<file path="src/sv/mqcf_pkg.sv">
// Package for the multi-queue character FIFO: sizing constants, command codes,
// and the command and result beat types.
// No dependencies.
package mqcf_pkg;

    localparam int NUM_QUEUES  = 8;
    localparam int QUEUE_DEPTH = 16;

    localparam int QW = (NUM_QUEUES > 1) ? $clog2(NUM_QUEUES) : 1;
    localparam int PW = $clog2(QUEUE_DEPTH);
    localparam int FW = $clog2(QUEUE_DEPTH + 1);
    localparam int AW = (NUM_QUEUES * QUEUE_DEPTH > 2) ? $clog2(NUM_QUEUES * QUEUE_DEPTH) : 1;
    localparam int MEM_WORDS = NUM_QUEUES * QUEUE_DEPTH;

    localparam logic REQ_ADD = 1'b0;
    localparam logic REQ_DEL = 1'b1;

    localparam logic [1:0] ST_OK    = 2'd0;
    localparam logic [1:0] ST_EMPTY = 2'd1;
    localparam logic [1:0] ST_FULL  = 2'd2;

    typedef logic [QW-1:0] t_qsel;
    typedef logic [PW-1:0] t_ptr;
    typedef logic [FW-1:0] t_fill;
    typedef logic [AW-1:0] t_addr;

    typedef struct packed {
        logic       req_type;
        logic [2:0] queue_index;
        logic [7:0] data_in;
    } t_cmd;

    typedef struct packed {
        logic [7:0] data_out;
        logic [1:0] status;
        logic [4:0] fill_after;
    } t_rsp;

endpackage

</file>
<file path="src/sv/multi_queue_char_fifo.sv">
// Multi-queue character FIFO: one command beat per cycle unless the output stalls.
// Each result is registered in stage 2 and then in the output register; an output stall
// holds stage 2 and raises o_in_stall.
// Head and fill per queue update at accept, so back-to-back same-queue commands see them.
// Reset (i_rst_n low, synchronous) empties every queue; storage contents are kept.
// Depends on mqcf_pkg.
module multi_queue_char_fifo (
    input  logic           i_clk,
    input  logic           i_rst_n,
    input  logic           i_in_valid,
    output logic           o_in_stall,
    input  mqcf_pkg::t_cmd i_in,
    output logic           o_out_valid,
    input  logic           i_out_stall,
    output mqcf_pkg::t_rsp o_out
);
    import mqcf_pkg::*;

    logic [7:0] r_mem [MEM_WORDS];
    t_ptr       r_head [NUM_QUEUES];
    t_fill      r_fill [NUM_QUEUES];

    logic       r_s2_valid, n_s2_valid;
    logic       r_s2_del_ok;
    logic [1:0] r_s2_status;
    logic [4:0] r_s2_fill;
    logic [7:0] r_rd_data;

    logic       r_out_valid, n_out_valid;
    t_rsp       r_out;

    logic       acc, out_free, s2_move;
    logic       q_ok, is_del, full, empty, add_ok, del_ok;
    t_qsel      q;
    t_ptr       h, tail, head_inc;
    t_fill      n, fill_new;
    logic [PW:0] sum;
    t_addr      base, wr_addr, rd_addr;
    logic [1:0] status;

    always_comb begin
        q        = QW'(i_in.queue_index);
        q_ok     = (32'(i_in.queue_index) < NUM_QUEUES);
        h        = r_head[q];
        n        = r_fill[q];
        is_del   = (i_in.req_type == REQ_DEL);
        full     = (n >= FW'(QUEUE_DEPTH));
        empty    = (n == '0);
        add_ok   = q_ok & ~is_del & ~full;
        del_ok   = q_ok & is_del & ~empty;
        sum      = (PW+1)'(h) + (PW+1)'(n);
        tail     = (sum >= (PW+1)'(QUEUE_DEPTH)) ? PW'(sum - (PW+1)'(QUEUE_DEPTH)) : PW'(sum);
        head_inc = (h == PW'(QUEUE_DEPTH - 1)) ? '0 : h + 1'b1;
        base     = AW'(q) * AW'(QUEUE_DEPTH);
        wr_addr  = base + AW'(tail);
        rd_addr  = base + AW'(h);
        if (add_ok) begin
            fill_new = n + 1'b1;
        end else if (del_ok) begin
            fill_new = n - 1'b1;
        end else begin
            fill_new = n;
        end
        if (!q_ok) begin
            status = ST_OK;
        end else if (is_del && empty) begin
            status = ST_EMPTY;
        end else if (!is_del && full) begin
            status = ST_FULL;
        end else begin
            status = ST_OK;
        end
    end

    assign out_free   = ~r_out_valid | ~i_out_stall;
    assign s2_move    = r_s2_valid & out_free;
    assign o_in_stall = r_s2_valid & ~out_free;
    assign acc        = i_in_valid & ~o_in_stall;

    always_comb begin
        n_s2_valid = r_s2_valid;
        if (acc) begin
            n_s2_valid = 1'b1;
        end else if (s2_move) begin
            n_s2_valid = 1'b0;
        end
        n_out_valid = r_out_valid;
        if (s2_move) begin
            n_out_valid = 1'b1;
        end else if (!i_out_stall) begin
            n_out_valid = 1'b0;
        end
    end

    // storage: write tail on add, read head on delete
    always_ff @(posedge i_clk) begin
        if (acc && add_ok) begin
            r_mem[wr_addr] <= i_in.data_in;
        end
        if (acc && del_ok) begin
            r_rd_data <= r_mem[rd_addr];
        end
    end

    always_ff @(posedge i_clk) begin
        if (!i_rst_n) begin
            for (int i = 0; i < NUM_QUEUES; i++) begin
                r_head[i] <= '0;
                r_fill[i] <= '0;
            end
        end else if (acc && q_ok) begin
            r_fill[q] <= fill_new;
            if (del_ok) begin
                r_head[q] <= head_inc;
            end
        end
    end

    always_ff @(posedge i_clk) begin
        if (!i_rst_n) begin
            r_s2_valid  <= 1'b0;
            r_out_valid <= 1'b0;
        end else begin
            r_s2_valid  <= n_s2_valid;
            r_out_valid <= n_out_valid;
        end
    end

    always_ff @(posedge i_clk) begin
        if (acc) begin
            r_s2_del_ok <= del_ok;
            r_s2_status <= status;
            r_s2_fill   <= q_ok ? 5'(fill_new) : 5'd0;
        end
        if (s2_move) begin
            r_out.data_out   <= r_s2_del_ok ? r_rd_data : 8'd0;
            r_out.status     <= r_s2_status;
            r_out.fill_after <= r_s2_fill;
        end
    end

    assign o_out_valid = r_out_valid;
    assign o_out       = r_out;

`ifndef SYNTHESIS
    a_acc_fills_s2: assert property (@(posedge i_clk) disable iff (!i_rst_n)
        acc |=> r_s2_valid)
        else $error("accepted command did not reach stage 2");

    a_s2_holds: assert property (@(posedge i_clk) disable iff (!i_rst_n)
        r_s2_valid && !s2_move |=> r_s2_valid)
        else $error("stalled stage 2 beat lost");

    a_fill_bound: assert property (@(posedge i_clk) disable iff (!i_rst_n)
        acc && q_ok |-> r_fill[q] <= FW'(QUEUE_DEPTH))
        else $error("queue fill count beyond depth");

    a_empty_rsp: assert property (@(posedge i_clk) disable iff (!i_rst_n)
        o_out_valid && o_out.status == ST_EMPTY |-> o_out.fill_after == 5'd0 &&
        o_out.data_out == 8'd0)
        else $error("empty delete result not zero");

    a_full_rsp: assert property (@(posedge i_clk) disable iff (!i_rst_n)
        o_out_valid && o_out.status == ST_FULL |-> o_out.fill_after == 5'(QUEUE_DEPTH))
        else $error("full add result not at depth");
`endif

endmodule

</file>
<file path="config.mk">
export PLATFORM = sky130hd
export DESIGN_NAME = multi_queue_char_fifo
export DESIGN_NICKNAME = d
export VERILOG_FILES = /design/src/sv/mqcf_pkg.sv /design/src/sv/multi_queue_char_fifo.sv
export SDC_FILE = /design/constraint.sdc
export NUM_CORES = 1
export LEC_CHECK = 0
export ABC_AREA = 1
export BUFFER_PORTS_ARGS = -buffer_cell sky130_fd_sc_hd__buf_2
export CAP_MARGIN = 20
export CORE_UTILIZATION = 45
export DETAILED_ROUTE_END_ITERATION = 7
export GPL_ROUTABILITY_DRIVEN = 0
export HOLD_SLACK_MARGIN = 0.12
export SYNTH_ARGS = -nofsm -noshare
export SYNTH_HDL_FRONTEND = slang
export SYNTH_SLANG_ARGS = --single-unit
</file>
<file path="constraint.sdc">
create_clock -name i_clk -period 4.7 [get_ports i_clk]
set_input_delay 0.235 -clock i_clk [delete_from_list [all_inputs] [get_ports i_clk]]
set_output_delay 0.235 -clock i_clk [all_outputs]
set_load 0.05 [all_outputs]
</file>
==> impl_metrics.json, run 1 <==
{
  "netlist.area_leader.share": 0.727,
  "grt-ovfl-total": 0,
  "max-vdd-ir-drop_mv": 0.352,
  "p_leak_nw": 18.3,
  "synth_edf_count": 1127,
  "critical_path_arrival_ns": 3.98,
  "cts_root_buf": "clkbuf_16",
  "async_reset_ff_frac": 0,
  "status": "completed",
  "ant_nets": 0,
  "fin_nets": 3990,
  "tightest_slew_ns": 1.04,
  "antenna_found_initial": 1,
  "grt_pass1_vias": 29000,
  "fillers": 8993,
  "finalHoldViolations": 0,
  "synth.largest_area_cell": "edfxtp_1",
  "clock_latency_ns": 0.72,
  "die_height_um": 324,
  "power_density_nw_per_um2": 438,
  "routedWlPerCell_um": 22.9,
  "critical_path_class": "flip-flop to flip-flop",
  "max_freq_ghz": 0.274,
  "drtIter0Drc": 3413,
  "synthTopCellsByArea": "edfxtp_1 (73%), nand3_1 (10%), nand2_1 (10%), nor2_1 (1.7%), buf_2 (1.2%)",
  "hpwl_um": 71700,
  "fin_setup_tns_ns": 0,
  "grt_max_degree": 163,
  "holdBufCountCts": 8,
  "clock_skew_ns": 0.0429,
  "fp.dieArea_um2": 105000,
  "synthMuxAreaShare": 0,
  "grtUsageTotal": 0.238,
  "final_cells": 5430,
  "rsz0062_at_grt": "false",
  "num_vias": 30300,
  "vias_per_cell": 5.59,
  "synth-adder-area-share": 0.00204,
  "slew_viol_final": 0,
  "antenna_cells": 0,
  "multiInputGateArea_um2": 11100,
  "remaining_drc_errors": 0,
  "pin_count": 33,
  "rows": 117,
  "post_cts_resize_count": 0,
  "synth_simple_gate_area_frac": 0.229,
  "relSlewSlack": 0.310,
  "synth_ff_type": "edfxtp_1",
  "end_kind": "flip-flop",
  "drtPass1Iterations": 5,
  "routed_wirelength_um": 125000,
  "grt_pass1_wl_um": 183000,
  "netlist_instances": 3992,
  "ff_latch_area_um2": 33900,
  "fp.dieW_um": 324,
  "cts_setup_buffers": 0,
  "htree_num_levels": 3,
  "syn_nets": 4015,
  "syn_area_per_cell_um2": 11.7,
  "dpl.cell_count": 5209,
  "ys_warn_count": 0,
  "yosys_register_bits": 1129,
  "worstPathMaxFanout": 25,
  "start_util": 0.456,
  "synth-compound-area-share": 0.00516,
  "numCtsBuffers": 116,
  "synth.cell_area_um2": 46600,
  "cts_tree": "done",
  "fin_crit_sh": 0.776,
  "areaGrowthSynthToFinish_pct": 11.0,
  "final_util": 0.506,
  "port_buffers": 32,
  "cts.sinks": 1129,
  "drive_above_1_share": 0.0746,
  "max-cap-violations": 0,
  "cp-start-kind": "flip-flop",
  "synth_top_family_by_area": "simple AND/OR/NAND/NOR gates",
  "seq_area_frac_synth": 0.728,
  "yosysUniqueCellTypes": 38,
  "setup_viol": 0,
  "synth_xor_area_frac": 0.00164,
  "core_area_um2": 102000,
  "clockBufferDepth": 3,
  "path_clk_slew_ns": 0.06,
  "min_path_type": "input port to flip-flop",
  "fin_crit_ns": 3.65,
  "required_ns": 5.03
}
## cells in the final DEF (no fill, tap or decap), types with 3 or more instances in the layout
| cell type | Yosys | routed |
|---|---|---|
| nand2_1 | 1266 | 1263 |
| edfxtp_1 | 1127 | 1127 |
| nand3_1 | 967 | 967 |
| nor2_1 | 213 | 213 |
| clkbuf_16 | 0 | 118 |
| inv_1 | 73 | 72 |
| buf_4 | 51 | 44 |
| clkinv_1 | 0 | 27 |
| clkbuf_1 | 52 | 26 |
| buf_2 | 108 | 24 |
| a21oi_1 | 23 | 23 |
| buf_12 | 0 | 19 |
| nand2_2 | 16 | 17 |
| clkinv_2 | 0 | 16 |
| inv_2 | 14 | 13 |
| bufinv_16 | 0 | 12 |
| o21ai_0 | 8 | 8 |
| dlygate4sd3_1 | 0 | 8 |
| nor2_2 | 6 | 6 |
| ha_1 | 6 | 6 |
| nand2_4 | 3 | 4 |
| xor2_1 | 4 | 4 |
| clkinvlp_4 | 0 | 4 |
| inv_4 | 2 | 3 |
| nand4_1 | 3 | 3 |
| clkinv_4 | 0 | 3 |
| clkbuf_8 | 0 | 3 |
## metrics by stage
step                hold slack, ns  instance area (um^2)  worst slack, ns  total power, mW
floorplan                    0.334                 46600             1.28             12.9
global placement             0.410                 47900            0.577             13.7
detailed placement           0.410                 47900            0.557             13.7
CTS                          0.142                 51700             1.02             22.7
global route                 0.165                 51700            0.776             23.3
finish                       0.135                 51700             1.05             22.6
## state kept, by name, indices dropped and copies added (netlist names)
signal,count
r_rd_data,8
r_s2_del_ok,1
r_s2_status,2
r_s2_fill,5
r_mem,1024
o_out,15
r_fill,40
r_head,32
o_out_valid,1
r_s2_valid,1
## critical path, stage by stage, from the launching register on
cell and delay [ns]:
edfxtp_1 0.36, inv_1 0.07, nand2_1 0.05, nand3_1 0.10
nand2_1 0.10, inv_1 0.16, nand2_8 0.16, ha_1 0.26
fa_1 0.43, xor2_1 0.20, nor2_1 0.13, nand2_1 0.38
buf_4 0.35, nor2_1 0.52
## routing by layer
layer  share of wire  vias up  global-route usage
met2            0.48     1276               0.391
met1            0.42    14900               0.330
li1                -    14000                   -
met5               0        -                   0
met3           0.069      213              0.0298
met4           0.030        0              0.0775
## worst paths after layout
| path | startpoint | to | slack, ns | cells after the start |
|---|---|---|---|---|
| min reg2reg | r_s2_fill[2]$_DFFE_PP_ | o_out[2]$_DFFE_PP_ | 0.41 | 0 |
| min | i_in[4] | r_mem[5][4]$_DFFE_PP_ | 0.13 | 1 |
| max | r_head[1][0]$_SDFFCE_PN0P_ | r_mem[0][2]$_DFFE_PP_ | 1.05 | 13 |
| max reg2reg | r_head[1][0]$_SDFFCE_PN0P_ | r_mem[0][2]$_DFFE_PP_ | 1.05 | 13 |
## where the power goes
| group | internal, mW | switching [mW] | total, mW |
|---|---|---|---|
| Sequential | 11.2 | 0.0281 | 11.2 |
| Combinational | 0.566 | 1.79 | 2.36 |
| Clock | 5.29 | 3.80 | 9.09 |
## area by class of cell
type | instances | share of cell area
Sequential cell | 1129 | 0.655
Multi-Input combinational cell | 2536 | 0.215
Clock buffer | 147 | 0.0598
Tap cell | 1368 | 0.0331
Timing Repair Buffer | 95 | 0.0176
Clock inverter | 66 | 0.0126
Inverter | 89 | 0.00675
## synth_stat cells (3+ instances only)
library cell / instances
buf_4: 51
o21ai_0: 8
nand3_1: 967
nand2_2: 16
nor2_1: 213
nand2_4: 3
inv_2: 14
nand2_1: 1266
ha_1: 6
buf_6: 5
nor2_2: 6
inv_1: 73
a21oi_1: 23
xor2_1: 4
buf_1: 22
edfxtp_1: 1127
buf_2: 108
nand4_1: 3
clkbuf_1: 52
## cell families after synthesis
| kind of cell | Yosys count |
|---|---|
| AO/OA/AOI/OAI | 41 |
| XOR/XNOR | 7 |
| adder cells (fa/ha/maj) | 7 |
| buffers and inverters | 327 |
| flip-flops | 1129 |
| AND/OR/NAND/NOR | 2481 |
Note: power is estimated with default switching activity, not from simulation.
==> inputs of run 2 (changes only) <==
- clock period: 4.7 -> 3 ns (I/O delays scaled with it)
==> run 2 against run 1 <==
  * Die area did not move
  * Maximum frequency rose by 24%
  * Flip-flop and latch count did not move
  * Setup slack got worse by 1.0 ns
==> impl_metrics.json, run 2 (synthesis gave the netlist of run 1 again) <==
{
  "status": "completed",
  "routed_wirelength_um": 127000,
  "fin_crit_ns": 2.94,
  "crit_start": "r_fill[0][1]$_SDFFCE_PN0P_",
  "max-cap-violations": 0,
  "setup_ws_ns": 0.0553,
  "worstHoldStart": "i_in[8]",
  "remaining_drc_errors": 0,
  "critPathBufInv": 3,
  "layout_common_cells": "nand2_1 (1249), edfxtp_1 (1127), nand3_1 (966)",
  "relSlewSlack": 0.447,
  "cts.sinks": 1129,
  "areaGrowthSynthToFinish_pct": 19.7,
  "critical_path_arrival_ns": 3.33,
  "cp-start-kind": "flip-flop",
  "finalHoldViolations": 0,
  "drive_above_1_share": 0.163,
  "fp.dieW_um": 324,
  "die_height_um": 324,
  "port_buffers": 32,
  "antenna_cells": 0,
  "required_ns": 3.39,
  "rows": 117,
  "grt_max_degree": 129,
  "fillers": 8663,
  "power_density_nw_per_um2": 646,
  "cp_slowest_stage_delay_ns": 0.38,
  "rsz0062_at_grt": "true",
  "ant_nets": 0,
  "place_area_um2": 51300,
  "drtIter0Drc": 3320,
  "grtUsageTotal": 0.241,
  "crit_chain": "inv_1 -> o22ai_2 -> nor2_1 -> nand4_1 -> ha_1 -> a21o_1 -> a21oi_2 -> xnor2_1 -> or2_1 -> nand2_4 -> buf_6 -> nand2_4 -> buf_12 -> nor2_4",
  "num_vias": 31100,
  "cts_root_buf": "clkbuf_16",
  "clock_skew_ns": 0.0403,
  "numCtsBuffers": 115,
  "final_cell_area_um2": 55700,
  "grt-ovfl-total": 0,
  "start_util": 0.456,
  "dp_slack_ns": -0.250,
  "worstPathMaxFanout": 8,
  "cts_tree": "done",
  "vias_per_cell": 5.45,
  "fin_nets": 4267,
  "grt_pass1_wl_um": 188000,
  "antenna_found_initial": 1,
  "clockBufferDepth": 3,
  "path_clk_slew_ns": 0.06,
  "cp_common_cell": "nand2_4",
  "htree_num_levels": 3,
  "top_regs": "r_mem x1024, r_fill x40, r_head x32",
  "max-vdd-ir-drop_mv": 0.630,
  "layout.cells.most_common": "nand2_1",
  "rr_startpoint": "r_fill[0][1]$_SDFFCE_PN0P_",
  "routedWlPerCell_um": 22.2,
  "crit_family": "simple AND/OR/NAND/NOR gates",
  "final_util": 0.545,
  "setup_viol": 0,
  "pin_count": 33,
  "fp.dieArea_um2": 105000,
  "max_freq_ghz": 0.340,
  "grt_pass1_vias": 30000,
  "p_leak_nw": 20.1,
  "top_register": "r_mem",
  "crit_slowest_cell": "edfxtp_1",
  "fin_crit_sh": 0.982,
  "core_area_um2": 102000,
  "tightest_slew_ns": 0.829,
  "clock_latency_ns": 0.72,
  "slew_viol_final": 0,
  "min_path_type": "input port to flip-flop",
  "drtPass1Iterations": 6,
  "end_kind": "flip-flop",
  "largest_register_ff_count": 1024,
  "hpwl_um": 77200,
  "critical_path_class": "flip-flop to flip-flop"
}
run 2: changes by cell type in the layout (fill, tap and decap cells not counted), sizes merged:
cell         previous run  this run
clkbuf                147       139
clkinvlp                4         3
clkinv                 47        57
buf                    87       354
dlygate4sd3             8        14
inv                    92        93
run 2: worst paths after layout:
kind / cells after the start / slack [ns] / end
worst max-delay path: 14 / 0.06 / r_mem[12][0]$_DFFE_PP_
worst min-delay path: 6 / 0.21 / r_fill[4][1]$_SDFFCE_PN0P_
worst max register to register: 14 / 0.06 / r_mem[12][0]$_DFFE_PP_
worst min register to register: 0 / 0.41 / o_out[4]$_DFFE_PP_
run 2: per-layer routing:
metal	vias up	wire length, um	track usage
met5	-	0	0
met4	0	3640	0.0741
met3	201	8690	0.0305
met2	1216	60300	0.390
met1	15200	54300	0.341
li1	14500	-	-
run 2: final cells by class:
type | count | area, um^2 | area share
sequential | 1129 | 33900 | 0.608
multi-input combinational | 2536 | 11900 | 0.213
timing repair buffer | 373 | 4190 | 0.0752
clock buffer | 134 | 2950 | 0.0529
tap | 1368 | 1710 | 0.0307
clock inverter | 76 | 729 | 0.0131
inverter | 89 | 359 | 0.00644
run 2: repair_timing:
action	CTS	global route
endpoints found under the hold margin	462	0
hold buffers	14	0
cloned	0	5
buffers inserted	0	4
gates resized for setup	13	77
setup endpoints to repair	621	1032
pin swaps	1	21
run 2: per-stage QoR:
step	instances	hold WS [ns]	TNS [ns]	power, mW
after floorplan	3992	0.249	-54.07	20.2
after global placement	5473	0.405	-177.52	22.0
after detailed placement	5473	0.406	-172.26	22.1
after CTS	5697	0.161	-0.00293	36.0
after global routing	5705	0.231	-9.67	37.0
final	5705	0.205	0	36.0
run 2: worst min-delay path, delay by kind of cell:
family	cells	cell delay [ns]
buf+inv	3	0.38
simple gates	2	0.15
compound gates	1	0.06
run 2: power breakdown:
part	leakage [nW]	switching, mW	internal (mW)
registers	10.3	0.0427	17.5
clock network	1.80	6.00	8.04
logic	8.08	3.06	1.35
